`src/rtl/kcs_pkg.sv`:
```
`timescale 1ns / 1ps

package kcs_pkg;

    // Default coordinate width: Q11.12 two's complement.
    localparam int COORD_WIDTH_DEF = 24;

    // Depth of the segment queue between front and back.
    localparam int QUEUE_DEPTH = 2;

    // Quotient bits produced per cycle by the divide-by-three recurrence.
    localparam int DIV_DIGIT = 8;

    // Rotation by +60 degrees: cos = 2^14 / 2^15, sin = 28378 / 2^15.
    localparam int ROT_BITS = 15;
    localparam int ROT_COS_SHIFT = 14;
    localparam logic signed [15:0] ROT_SIN = 16'sd28378;

endpackage

```
`src/rtl/kcs_fifo.sv`:
```
`timescale 1ns / 1ps

module kcs_fifo #(
    parameter int WIDTH = 8,
    parameter int DEPTH = kcs_pkg::QUEUE_DEPTH
) (
    input  logic             i_clk,
    input  logic             i_rst_n,
    input  logic             i_push,
    output logic             o_full,
    input  logic [WIDTH-1:0] i_data,
    input  logic             i_pop,
    output logic             o_empty,
    output logic [WIDTH-1:0] o_data
);

    localparam int PTR_W = (DEPTH > 1) ? $clog2(DEPTH) : 1;
    localparam int CNT_W = $clog2(DEPTH + 1);

    logic [WIDTH-1:0] r_mem [DEPTH];
    logic [PTR_W-1:0] r_wr;
    logic [PTR_W-1:0] r_rd;
    logic [CNT_W-1:0] r_cnt;
    logic             w_wr_en;
    logic             w_rd_en;

    assign o_full  = (r_cnt == CNT_W'(DEPTH));
    assign o_empty = (r_cnt == '0);
    assign w_wr_en = i_push && !o_full;
    assign w_rd_en = i_pop && !o_empty;
    assign o_data  = r_mem[r_rd];

    // Storage for the waiting words.
    always_ff @(posedge i_clk) begin
        if (w_wr_en) begin
            r_mem[r_wr] <= i_data;
        end
    end

    // Pointers and fill count, wrapping at the queue depth.
    always_ff @(posedge i_clk) begin
        if (!i_rst_n) begin
            r_wr  <= '0;
            r_rd  <= '0;
            r_cnt <= '0;
        end else begin
            if (w_wr_en) begin
                r_wr <= (r_wr == PTR_W'(DEPTH - 1)) ? '0 : r_wr + 1'b1;
            end
            if (w_rd_en) begin
                r_rd <= (r_rd == PTR_W'(DEPTH - 1)) ? '0 : r_rd + 1'b1;
            end
            if (w_wr_en && !w_rd_en) begin
                r_cnt <= r_cnt + 1'b1;
            end else if (w_rd_en && !w_wr_en) begin
                r_cnt <= r_cnt - 1'b1;
            end
        end
    end

endmodule

```
`src/rtl/kcs_front.sv`:
```
`timescale 1ns / 1ps

module kcs_front #(
    parameter int COORD_WIDTH = kcs_pkg::COORD_WIDTH_DEF
) (
    input  logic                          i_clk,
    input  logic                          i_rst_n,
    input  logic                          i_push,
    output logic                          o_full,
    input  logic signed [COORD_WIDTH-1:0] i_point_x,
    input  logic signed [COORD_WIDTH-1:0] i_point_y,
    input  logic                          i_start_flag,
    output logic                          o_q_push,
    input  logic                          i_q_full,
    output logic [6*COORD_WIDTH:0]        o_q_data
);

    localparam int W          = COORD_WIDTH;
    localparam int DG         = kcs_pkg::DIV_DIGIT;
    // The biased dividend needs W+3 bits; it is padded to whole digits.
    localparam int DIV_CYCLES = (W + 3 + DG - 1) / DG;
    localparam int LP         = DIV_CYCLES * DG;
    localparam int CNT_W      = (DIV_CYCLES > 1) ? $clog2(DIV_CYCLES) : 1;
    // Adding 3 * 2^(W+1) makes the dividend non-negative, so that an
    // unsigned quotient less 2^(W+1) is the floored signed quotient.
    localparam logic [LP-1:0] DIV_BIAS = LP'(3) << (W + 1);

    typedef enum logic [2:0] {
        F_IDLE = 3'b001,
        F_DIV  = 3'b010,
        F_PUSH = 3'b100
    } t_front_state;

    t_front_state          r_state;
    t_front_state          n_state;
    logic signed [W-1:0]   r_prev_x;
    logic signed [W-1:0]   r_prev_y;
    logic                  r_have_prev;
    logic signed [W-1:0]   r_p1_x;
    logic signed [W-1:0]   r_p1_y;
    logic signed [W-1:0]   r_p2_x;
    logic signed [W-1:0]   r_p2_y;
    logic                  r_pass;
    logic [LP-1:0]         r_num_x;
    logic [LP-1:0]         r_num_y;
    logic [LP-1:0]         r_quo_x;
    logic [LP-1:0]         r_quo_y;
    logic [1:0]            r_rem_x;
    logic [1:0]            r_rem_y;
    logic [CNT_W-1:0]      r_cnt;
    logic                  w_accept;
    logic [DG+1:0]         w_dig_x;
    logic [DG+1:0]         w_dig_y;

    // One digit of long division by three: remainder stays in 0..2.
    function automatic logic [DG+1:0] div3_digit(input logic [1:0]    rem,
                                                 input logic [DG-1:0] bits);
        logic [2:0]    t;
        logic [1:0]    r;
        logic [DG-1:0] q;
        r = rem;
        q = '0;
        for (int i = DG - 1; i >= 0; i--) begin
            t = {r, bits[i]};
            if (t >= 3'd3) begin
                q[i] = 1'b1;
                r    = 2'(t - 3'd3);
            end else begin
                r = t[1:0];
            end
        end
        return {r, q};
    endfunction

    assign o_full   = (r_state != F_IDLE);
    assign w_accept = i_push && (r_state == F_IDLE);
    assign o_q_push = (r_state == F_PUSH) && !i_q_full;
    assign w_dig_x  = div3_digit(r_rem_x, r_num_x[LP-1 -: DG]);
    assign w_dig_y  = div3_digit(r_rem_y, r_num_y[LP-1 -: DG]);

    // The low W quotient bits are d itself, since the bias sits above them.
    assign o_q_data = {r_pass, r_p1_x, r_p1_y, r_quo_x[W-1:0], r_quo_y[W-1:0],
                       r_p2_x, r_p2_y};

    // Sequencer: accept, divide the difference by three unless the word passes straight through, hand the word on.
    always_comb begin
        n_state = r_state;
        unique case (r_state)
            F_IDLE: begin
                if (w_accept) begin
                    n_state = (i_start_flag || !r_have_prev) ? F_PUSH : F_DIV;
                end
            end
            F_DIV: begin
                if (r_cnt == CNT_W'(DIV_CYCLES - 1)) begin
                    n_state = F_PUSH;
                end
            end
            F_PUSH: begin
                if (!i_q_full) begin
                    n_state = F_IDLE;
                end
            end
            default: n_state = F_IDLE;
        endcase
    end

    // Control state and the kept vertex.
    always_ff @(posedge i_clk) begin
        if (!i_rst_n) begin
            r_state     <= F_IDLE;
            r_have_prev <= 1'b0;
            r_prev_x    <= '0;
            r_prev_y    <= '0;
        end else begin
            r_state <= n_state;
            if (w_accept) begin
                r_have_prev <= 1'b1;
                r_prev_x    <= i_point_x;
                r_prev_y    <= i_point_y;
            end
        end
    end

    // Segment payload and the divide-by-three recurrence.
    always_ff @(posedge i_clk) begin
        if (w_accept) begin
            r_pass  <= i_start_flag || !r_have_prev;
            r_p1_x  <= r_prev_x;
            r_p1_y  <= r_prev_y;
            r_p2_x  <= i_point_x;
            r_p2_y  <= i_point_y;
            r_num_x <= LP'(i_point_x) - LP'(r_prev_x) + LP'(1) + DIV_BIAS;
            r_num_y <= LP'(i_point_y) - LP'(r_prev_y) + LP'(1) + DIV_BIAS;
            r_rem_x <= '0;
            r_rem_y <= '0;
            r_cnt   <= '0;
        end else if (r_state == F_DIV) begin
            r_num_x <= r_num_x << DG;
            r_num_y <= r_num_y << DG;
            r_quo_x <= {r_quo_x[LP-DG-1:0], w_dig_x[DG-1:0]};
            r_quo_y <= {r_quo_y[LP-DG-1:0], w_dig_y[DG-1:0]};
            r_rem_x <= w_dig_x[DG+1:DG];
            r_rem_y <= w_dig_y[DG+1:DG];
            r_cnt   <= r_cnt + 1'b1;
        end
    end

endmodule

```
`src/rtl/kcs_back.sv`:
```
`timescale 1ns / 1ps

module kcs_back #(
    parameter int COORD_WIDTH = kcs_pkg::COORD_WIDTH_DEF
) (
    input  logic                          i_clk,
    input  logic                          i_rst_n,
    input  logic                          i_q_empty,
    output logic                          o_q_pop,
    input  logic [6*COORD_WIDTH:0]        i_q_data,
    output logic                          o_empty,
    input  logic                          i_pop,
    output logic signed [COORD_WIDTH-1:0] o_out_x,
    output logic signed [COORD_WIDTH-1:0] o_out_y,
    output logic                          o_last_of_run
);

    localparam int W  = COORD_WIDTH;
    localparam int MW = W + 16;
    localparam int NW = W + 17;
    localparam logic signed [NW-1:0] ROUND = NW'(1) <<< (kcs_pkg::ROT_BITS - 1);
    localparam logic [1:0] K_FIRST = 2'd0;
    localparam logic [1:0] K_PEAK  = 2'd1;
    localparam logic [1:0] K_THIRD = 2'd2;
    localparam logic [1:0] K_LAST  = 2'd3;

    typedef enum logic [3:0] {
        B_IDLE = 4'b0001,
        B_MUL  = 4'b0010,
        B_SUM  = 4'b0100,
        B_EMIT = 4'b1000
    } t_back_state;

    t_back_state          r_state;
    t_back_state          n_state;
    logic signed [W-1:0]  r_p1_x;
    logic signed [W-1:0]  r_p1_y;
    logic signed [W-1:0]  r_d_x;
    logic signed [W-1:0]  r_d_y;
    logic signed [W-1:0]  r_p2_x;
    logic signed [W-1:0]  r_p2_y;
    logic signed [MW-1:0] r_ms_x;
    logic signed [MW-1:0] r_ms_y;
    logic signed [W+1:0]  r_s_x;
    logic signed [W+1:0]  r_s_y;
    logic [1:0]           r_k;
    logic                 r_out_valid;
    logic                 w_pass;
    logic signed [W-1:0]  w_p1_x;
    logic signed [W-1:0]  w_p1_y;
    logic signed [W-1:0]  w_d_x;
    logic signed [W-1:0]  w_d_y;
    logic signed [W-1:0]  w_p2_x;
    logic signed [W-1:0]  w_p2_y;
    logic signed [NW-1:0] w_rx_num;
    logic signed [NW-1:0] w_ry_num;
    logic signed [W+1:0]  w_sel_x;
    logic signed [W+1:0]  w_sel_y;
    logic signed [W+2:0]  w_sum_x;
    logic signed [W+2:0]  w_sum_y;
    logic                 w_load;

    // Clamp to the signed W-bit range when the top bits disagree.
    function automatic logic [W-1:0] sat(input logic signed [W+2:0] v);
        if (v[W+2:W-1] == {4{v[W+2]}}) begin
            return v[W-1:0];
        end else if (v[W+2]) begin
            return {1'b1, {(W-1){1'b0}}};
        end else begin
            return {1'b0, {(W-1){1'b1}}};
        end
    endfunction

    assign {w_pass, w_p1_x, w_p1_y, w_d_x, w_d_y, w_p2_x, w_p2_y} = i_q_data;

    assign o_q_pop = (r_state == B_IDLE) && !i_q_empty;
    assign o_empty = !r_out_valid;
    assign w_load  = (r_state == B_EMIT) && (!r_out_valid || i_pop);

    // Rotation numerators: cos term is a shift, sin term comes registered.
    assign w_rx_num = (NW'(r_d_x) <<< kcs_pkg::ROT_COS_SHIFT) - NW'(r_ms_y) + ROUND;
    assign w_ry_num = (NW'(r_d_y) <<< kcs_pkg::ROT_COS_SHIFT) + NW'(r_ms_x) + ROUND;

    // Offset from P1 for the result in hand: d, d + r or 2d.
    always_comb begin
        unique case (r_k)
            K_FIRST: begin
                w_sel_x = (W+2)'(r_d_x);
                w_sel_y = (W+2)'(r_d_y);
            end
            K_PEAK: begin
                w_sel_x = r_s_x;
                w_sel_y = r_s_y;
            end
            K_THIRD, K_LAST: begin
                w_sel_x = (W+2)'(r_d_x) <<< 1;
                w_sel_y = (W+2)'(r_d_y) <<< 1;
            end
            default: begin
                w_sel_x = '0;
                w_sel_y = '0;
            end
        endcase
    end

    assign w_sum_x = (W+3)'(r_p1_x) + (W+3)'(w_sel_x);
    assign w_sum_y = (W+3)'(r_p1_y) + (W+3)'(w_sel_y);

    // Sequencer: take a word, rotate unless it passes straight through, then hand out the results in order.
    always_comb begin
        n_state = r_state;
        unique case (r_state)
            B_IDLE: begin
                if (!i_q_empty) begin
                    n_state = w_pass ? B_EMIT : B_MUL;
                end
            end
            B_MUL:  n_state = B_SUM;
            B_SUM:  n_state = B_EMIT;
            B_EMIT: begin
                if (w_load && (r_k == K_LAST)) begin
                    n_state = B_IDLE;
                end
            end
            default: n_state = B_IDLE;
        endcase
    end

    // Control state and the output word's valid flag.
    always_ff @(posedge i_clk) begin
        if (!i_rst_n) begin
            r_state     <= B_IDLE;
            r_out_valid <= 1'b0;
        end else begin
            r_state <= n_state;
            if (w_load) begin
                r_out_valid <= 1'b1;
            end else if (i_pop) begin
                r_out_valid <= 1'b0;
            end
        end
    end

    // Segment payload, rotation products and the output register.
    always_ff @(posedge i_clk) begin
        if (o_q_pop) begin
            r_p1_x <= w_p1_x;
            r_p1_y <= w_p1_y;
            r_d_x  <= w_d_x;
            r_d_y  <= w_d_y;
            r_p2_x <= w_p2_x;
            r_p2_y <= w_p2_y;
            r_k    <= w_pass ? K_LAST : K_FIRST;
        end
        if (r_state == B_MUL) begin
            r_ms_x <= MW'(r_d_x) * MW'(kcs_pkg::ROT_SIN);
            r_ms_y <= MW'(r_d_y) * MW'(kcs_pkg::ROT_SIN);
        end
        if (r_state == B_SUM) begin
            r_s_x <= (W+2)'(r_d_x) + (W+2)'(w_rx_num >>> kcs_pkg::ROT_BITS);
            r_s_y <= (W+2)'(r_d_y) + (W+2)'(w_ry_num >>> kcs_pkg::ROT_BITS);
        end
        if (w_load) begin
            r_k           <= r_k + 1'b1;
            o_last_of_run <= (r_k == K_LAST);
            if (r_k == K_LAST) begin
                o_out_x <= r_p2_x;
                o_out_y <= r_p2_y;
            end else begin
                o_out_x <= sat(w_sum_x);
                o_out_y <= sat(w_sum_y);
            end
        end
    end

endmodule

```
`src/rtl/koch_curve_subdivision.sv`:
```
// Koch curve subdivision of a polyline.
// Input queue: vertices enter on i_point_x, i_point_y (signed fixed point)
// with i_start_flag; a word is taken when push is high and full is low.
// Output queue: while empty is low the oldest result waits on o_out_x,
// o_out_y and o_last_of_run; it is taken when pop is high.
// A start vertex, or any vertex before one has been kept, gives one result.
// Every later vertex gives four: one third, the peak, two thirds and the
// vertex itself, the last of them marked by o_last_of_run.
// A start vertex passes through the front, the queue and the output
// register; a segment vertex also goes through the division, the multiply
// and the sum before its first result is registered.
// The front takes no new vertex until it has handed its word to the queue,
// its divide-by-three recurrence running 8 bits a cycle; the back takes a
// start vertex and emits one result, or takes a segment word, multiplies,
// sums and emits four results, each emit waiting while the receiver stalls.
// A two-word queue lets the front take the next vertex while the back works.
// Reset clears the kept vertex and empties both sides. A stalled receiver
// holds the output word; the back, then the queue, then full back up.
`timescale 1ns / 1ps

module koch_curve_subdivision #(
    parameter int COORD_WIDTH = kcs_pkg::COORD_WIDTH_DEF
) (
    input  logic                          i_clk,
    input  logic                          i_rst_n,
    input  logic                          push,
    output logic                          full,
    input  logic signed [COORD_WIDTH-1:0] i_point_x,
    input  logic signed [COORD_WIDTH-1:0] i_point_y,
    input  logic                          i_start_flag,
    output logic                          empty,
    input  logic                          pop,
    output logic signed [COORD_WIDTH-1:0] o_out_x,
    output logic signed [COORD_WIDTH-1:0] o_out_y,
    output logic                          o_last_of_run
);

    localparam int ENTRY_W = 6 * COORD_WIDTH + 1;

    logic               w_fq_push;
    logic               w_fq_full;
    logic [ENTRY_W-1:0] w_fq_data;
    logic               w_qb_pop;
    logic               w_qb_empty;
    logic [ENTRY_W-1:0] w_qb_data;

    // Front: takes vertices, keeps the previous one, forms d.
    kcs_front #(
        .COORD_WIDTH(COORD_WIDTH)
    ) u_front (
        .i_clk       (i_clk),
        .i_rst_n     (i_rst_n),
        .i_push      (push),
        .o_full      (full),
        .i_point_x   (i_point_x),
        .i_point_y   (i_point_y),
        .i_start_flag(i_start_flag),
        .o_q_push    (w_fq_push),
        .i_q_full    (w_fq_full),
        .o_q_data    (w_fq_data)
    );

    // Segment queue between the two halves.
    kcs_fifo #(
        .WIDTH(ENTRY_W),
        .DEPTH(kcs_pkg::QUEUE_DEPTH)
    ) u_queue (
        .i_clk  (i_clk),
        .i_rst_n(i_rst_n),
        .i_push (w_fq_push),
        .o_full (w_fq_full),
        .i_data (w_fq_data),
        .i_pop  (w_qb_pop),
        .o_empty(w_qb_empty),
        .o_data (w_qb_data)
    );

    // Back: rotation, saturating sums and the output register.
    kcs_back #(
        .COORD_WIDTH(COORD_WIDTH)
    ) u_back (
        .i_clk        (i_clk),
        .i_rst_n      (i_rst_n),
        .i_q_empty    (w_qb_empty),
        .o_q_pop      (w_qb_pop),
        .i_q_data     (w_qb_data),
        .o_empty      (empty),
        .i_pop        (pop),
        .o_out_x      (o_out_x),
        .o_out_y      (o_out_y),
        .o_last_of_run(o_last_of_run)
    );

endmodule

```
`config.mk`:
```
export PLATFORM = sky130hd
export DESIGN_NAME = koch_curve_subdivision
export DESIGN_NICKNAME = d
export VERILOG_FILES = /design/src/rtl/kcs_pkg.sv /design/src/rtl/kcs_fifo.sv /design/src/rtl/kcs_front.sv /design/src/rtl/kcs_back.sv /design/src/rtl/koch_curve_subdivision.sv
export SDC_FILE = /design/constraint.sdc
export NUM_CORES = 2
export LEC_CHECK = 0
export ABC_AREA = 1
export BUFFER_PORTS_ARGS = -buffer_cell sky130_fd_sc_hd__buf_2
export CORE_AREA = 2 2 498 253
export DETAILED_ROUTE_END_ITERATION = 16
export DIE_AREA = 0 0 500 255
export GPL_ROUTABILITY_DRIVEN = 0
export PLACE_DENSITY_LB_ADDON = 0.25
export SLEW_MARGIN = 15
export SYNTH_ARGS = -nofsm -noshare
export SYNTH_HDL_FRONTEND = slang
export SYNTH_HIERARCHICAL = 1
export SYNTH_SLANG_ARGS = --single-unit
```
`constraint.sdc`:
```
create_clock -name i_clk -period 9.3 [get_ports i_clk]
set_clock_uncertainty 0.1 [all_clocks]
set_input_delay 2.325 -clock i_clk [delete_from_list [all_inputs] [get_ports i_clk]]
set_output_delay 2.325 -clock i_clk [all_outputs]
set_load 0.02 [all_outputs]
```
==> summary.txt <==
Finish
  • Most frequent cells in the layout: inv_1, nand2_1, edfxtp_1
  • Synth-to-layout area growth: 8.27%
  • Final #Nets: 7072
  • Most common cell after layout, fill and taps aside: inv_1
  • Share of cells above drive strength 1: 8.84%
  • Layout fillers: 10789

Logic synthesis
  • Top_reg_cell synth: edfxtp_1
  • Synthesized area: 0.0612 sq mm
  • YS warnings: 6
  • Largest cells by area after synthesis: edfxtp_1, ha_1, fa_1
  • Async SR Flop Fraction: 0%
  • Yosys cell types: 63
  • Cell taking the most area after synthesis: edfxtp_1
  • Post-synth top area share: 39.8%
  • Synth Register Bits: 879
  • Mapped Nets: 6955
  • Seq/Total Area, Yosys: 42.0%
  • Cells after Synth: 5951
  • Syn Area/Cell: 10.3 sq um
  • Number of synthesized flops with an enable pin: 811

Clock tree
  • CTS Hold Bufs: 0
  • H-tree Lvls: 3
  • Worst-Skew Late Latency: 0.67 ns
  • Clk slew on worst S/H paths: 0.07 ns
  • # Post-CTS Setup Buffers: 0
  • CTS sink cnt: 879
  • Clk buf depth: 3
  • # resized after CTS: 0
  • CTS root buffer: clkbuf_16
  • CTS tree: done
  • Num CTS Buffers: 77

Setup path
  • Delay-heaviest family, CP: adder cells
  • Crit path from: u_back/r_d_x[7]
  • CP Launch Type: flop
  • Critical Path Max Stage Delay: 0.64 ns
  • Crit path capture: u_back/r_ms_x[26]
  • CP Capture Type: flop
  • Setup Crit Path Kind: flop to flop
  • Worst Path Arrival: 7.08 ns
  • Worst r2r src: u_back/r_d_x[7]
  • R2R cell count: 18
  • Most Frequent Cell on Critical Path: fa_1
  • Crit path required time: 9.60 ns
  • Reg2Reg Setup Slack: 2.53 ns
  • Cells along the critical path: ha_1, inv_1, fa_1, inv_1, fa_1, fa_1, fa_1, inv_1, fa_1, inv_1, ha_1, nand2_1, nor2_1, nand4_1, o21ai_0, a21oi_1, o21ai_0, xor2_1
  • Worst path depth: 18
  • Slowest-stage cell, CP: edfxtp_1
  • Crit-path max FO: 8
  • Reg2Reg Capture Point: u_back/r_ms_x[26]
  • Critical path buffer and inverter count: 4

Drt
  • Pre-antenna DRT Iters: 9
  • WL/cell: 21.4 microns
  • Routed Wire Length: 166 mm
  • Drt via density: 5.51
  • Antenna viol nets, final: 0
  • DRC violations left: 0
  • Iter 0 DRT Violations: 5314
  • Vias: 42853

Timing
  • Least-Margin Pin Slew: 1.11 ns
  • Fin. max-slew vios: 0
  • Final hold vios: 0
  • Min cycle time layout: 6.77 ns
  • RSZ-0062 raised after global routing: no
  • Final setup violation count: 0
  • Fin Setup TNS: 0 ns
  • Fin crit share: 72.8%
  • Slew Limit Headroom: 26.2%
  • Highest clock rate: 148 MHz

Floorplan
  • Die area: 0.128 sq mm
  • Initial Utilization: 49.4%
  • Core area: 0.124 sq mm
  • Ports: 104
  • # rows: 92
  • Die H: 255 microns
  • Die width: 500 microns

Flow run
  • Max Cap Viol: 0

Worst hold path
  • Hold_sp: u_front/r_prev_x[15]
  • HP Class: flop to flop

Global routing
  • Vias in the first global route: 39905
  • GRT Overall Usage: 26.0%
  • First-pass GRT wire length: 249 mm
  • Initial antenna violation count: 9
  • GR Overflow Total: 0
  • Largest net degree at the start of global routing: 96

Placed design
  • PortBufs: 103
  • Hpwl dp: 131 mm

Outcome
  • Status: complete, no violations
worst min path at each step:
stage / end / slack (ns) / cells past startpoint
detailed placement: u_front/r_p1_x[15] / 0.31 / 0
global route: u_front/r_p1_x[4] / 0.34 / 0
finish: u_front/r_p1_x[15] / 0.33 / 0
CTS: u_front/r_p1_x[15] / 0.33 / 0
floorplan: u_front/r_p1_x[0] / 0.31 / 0
global placement: u_front/r_p1_x[0] / 0.32 / 0
layout make-up:
type                            count  area (sq um)  share of cell area, %
Inverter                         1117          4200                   6.33
Tap cell                         1645          2060                   3.11
Clock buffer                       96          2040                   3.08
Timing Repair Buffer              130           718                   1.08
Sequential cell                   879         25700                   38.8
Clock inverter                     47           643                  0.970
Antenna cell                        5          12.5                 0.0189
Multi-Input combinational cell   3863         30900                   46.6
per-stage QoR:
step                      util (%)  hold WS (ns)  instance area (sq um)  cells  worst slack [ns]
final                         53.5         0.332                  66300   7782              2.53
after global routing          53.4         0.345                  66300   7779              2.30
after CTS                     53.4         0.329                  66200   7777              2.77
after detailed placement      51.3         0.313                  63600   7634              2.87
after global placement        51.3         0.315                  63600   7634              2.73
after floorplan                  -         0.308                  61200   5951              1.20
logic make-up after synthesis:
family | count (synthesis) | share of synthesized area, %
muxes | 145 | 2.97
DFF | 879 | 42.0
buffers and inverters | 1209 | 7.63
and+or+nand+nor | 1652 | 11.7
xor gates and xnor gates | 268 | 3.89
AOI/OAI and AO/OA | 847 | 7.94
adders and majority gates | 951 | 23.8
layer usage:
layer	up-vias	part of all wire (%)	global-route usage, %
li1	20053	-	-
met1	20561	50	43.7
met2	2098	34	30.2
met3	135	14	10.4
met4	6	1.0	3.35
met5	-	0.023	0
worst register-to-register path, cell delays in order (launching register included):
cell	delay [ns]
edfxtp_1	0.64
ha_1	0.47
inv_1	0.16
fa_1	0.58
inv_1	0.06
fa_1	0.52
fa_1	0.45
fa_1	0.57
inv_1	0.07
fa_1	0.51
inv_1	0.05
ha_1	0.32
nand2_1	0.14
nor2_1	0.15
nand4_1	0.13
o21ai_0	0.54
a21oi_1	0.24
o21ai_0	0.32
xor2_1	0.49
state kept, by name, summed over array words and instances, names as in the netlist, 26 cells and up, named ones only:
| register | count |
|---|---|
| u_queue/r_mem | 290 |
| u_back/r_s_y | 26 |
| u_front/r_num_y | 32 |
| u_front/r_num_x | 32 |
| u_back/r_ms_x | 26 |
| u_back/r_s_x | 26 |
| u_back/r_ms_y | 39 |
synthesized netlist by cell type (33+ instances only):
cell type / n
edfxtp_1: 811
ha_1: 593
nand3_1: 166
clkbuf_1: 55
mux2_4: 50
o21bai_1: 33
nor3_1: 35
mux2_2: 95
o21ai_0: 215
nor2_1: 331
nand2_1: 921
dfxtp_1: 68
xor2_1: 170
nand4_1: 63
a22oi_1: 46
nand2_2: 42
a21oi_1: 392
xnor2_1: 94
fa_1: 358
inv_1: 1107
Power is not shown: default switching activity piles up to over one toggle a cycle in this logic, so the estimate is an artifact.
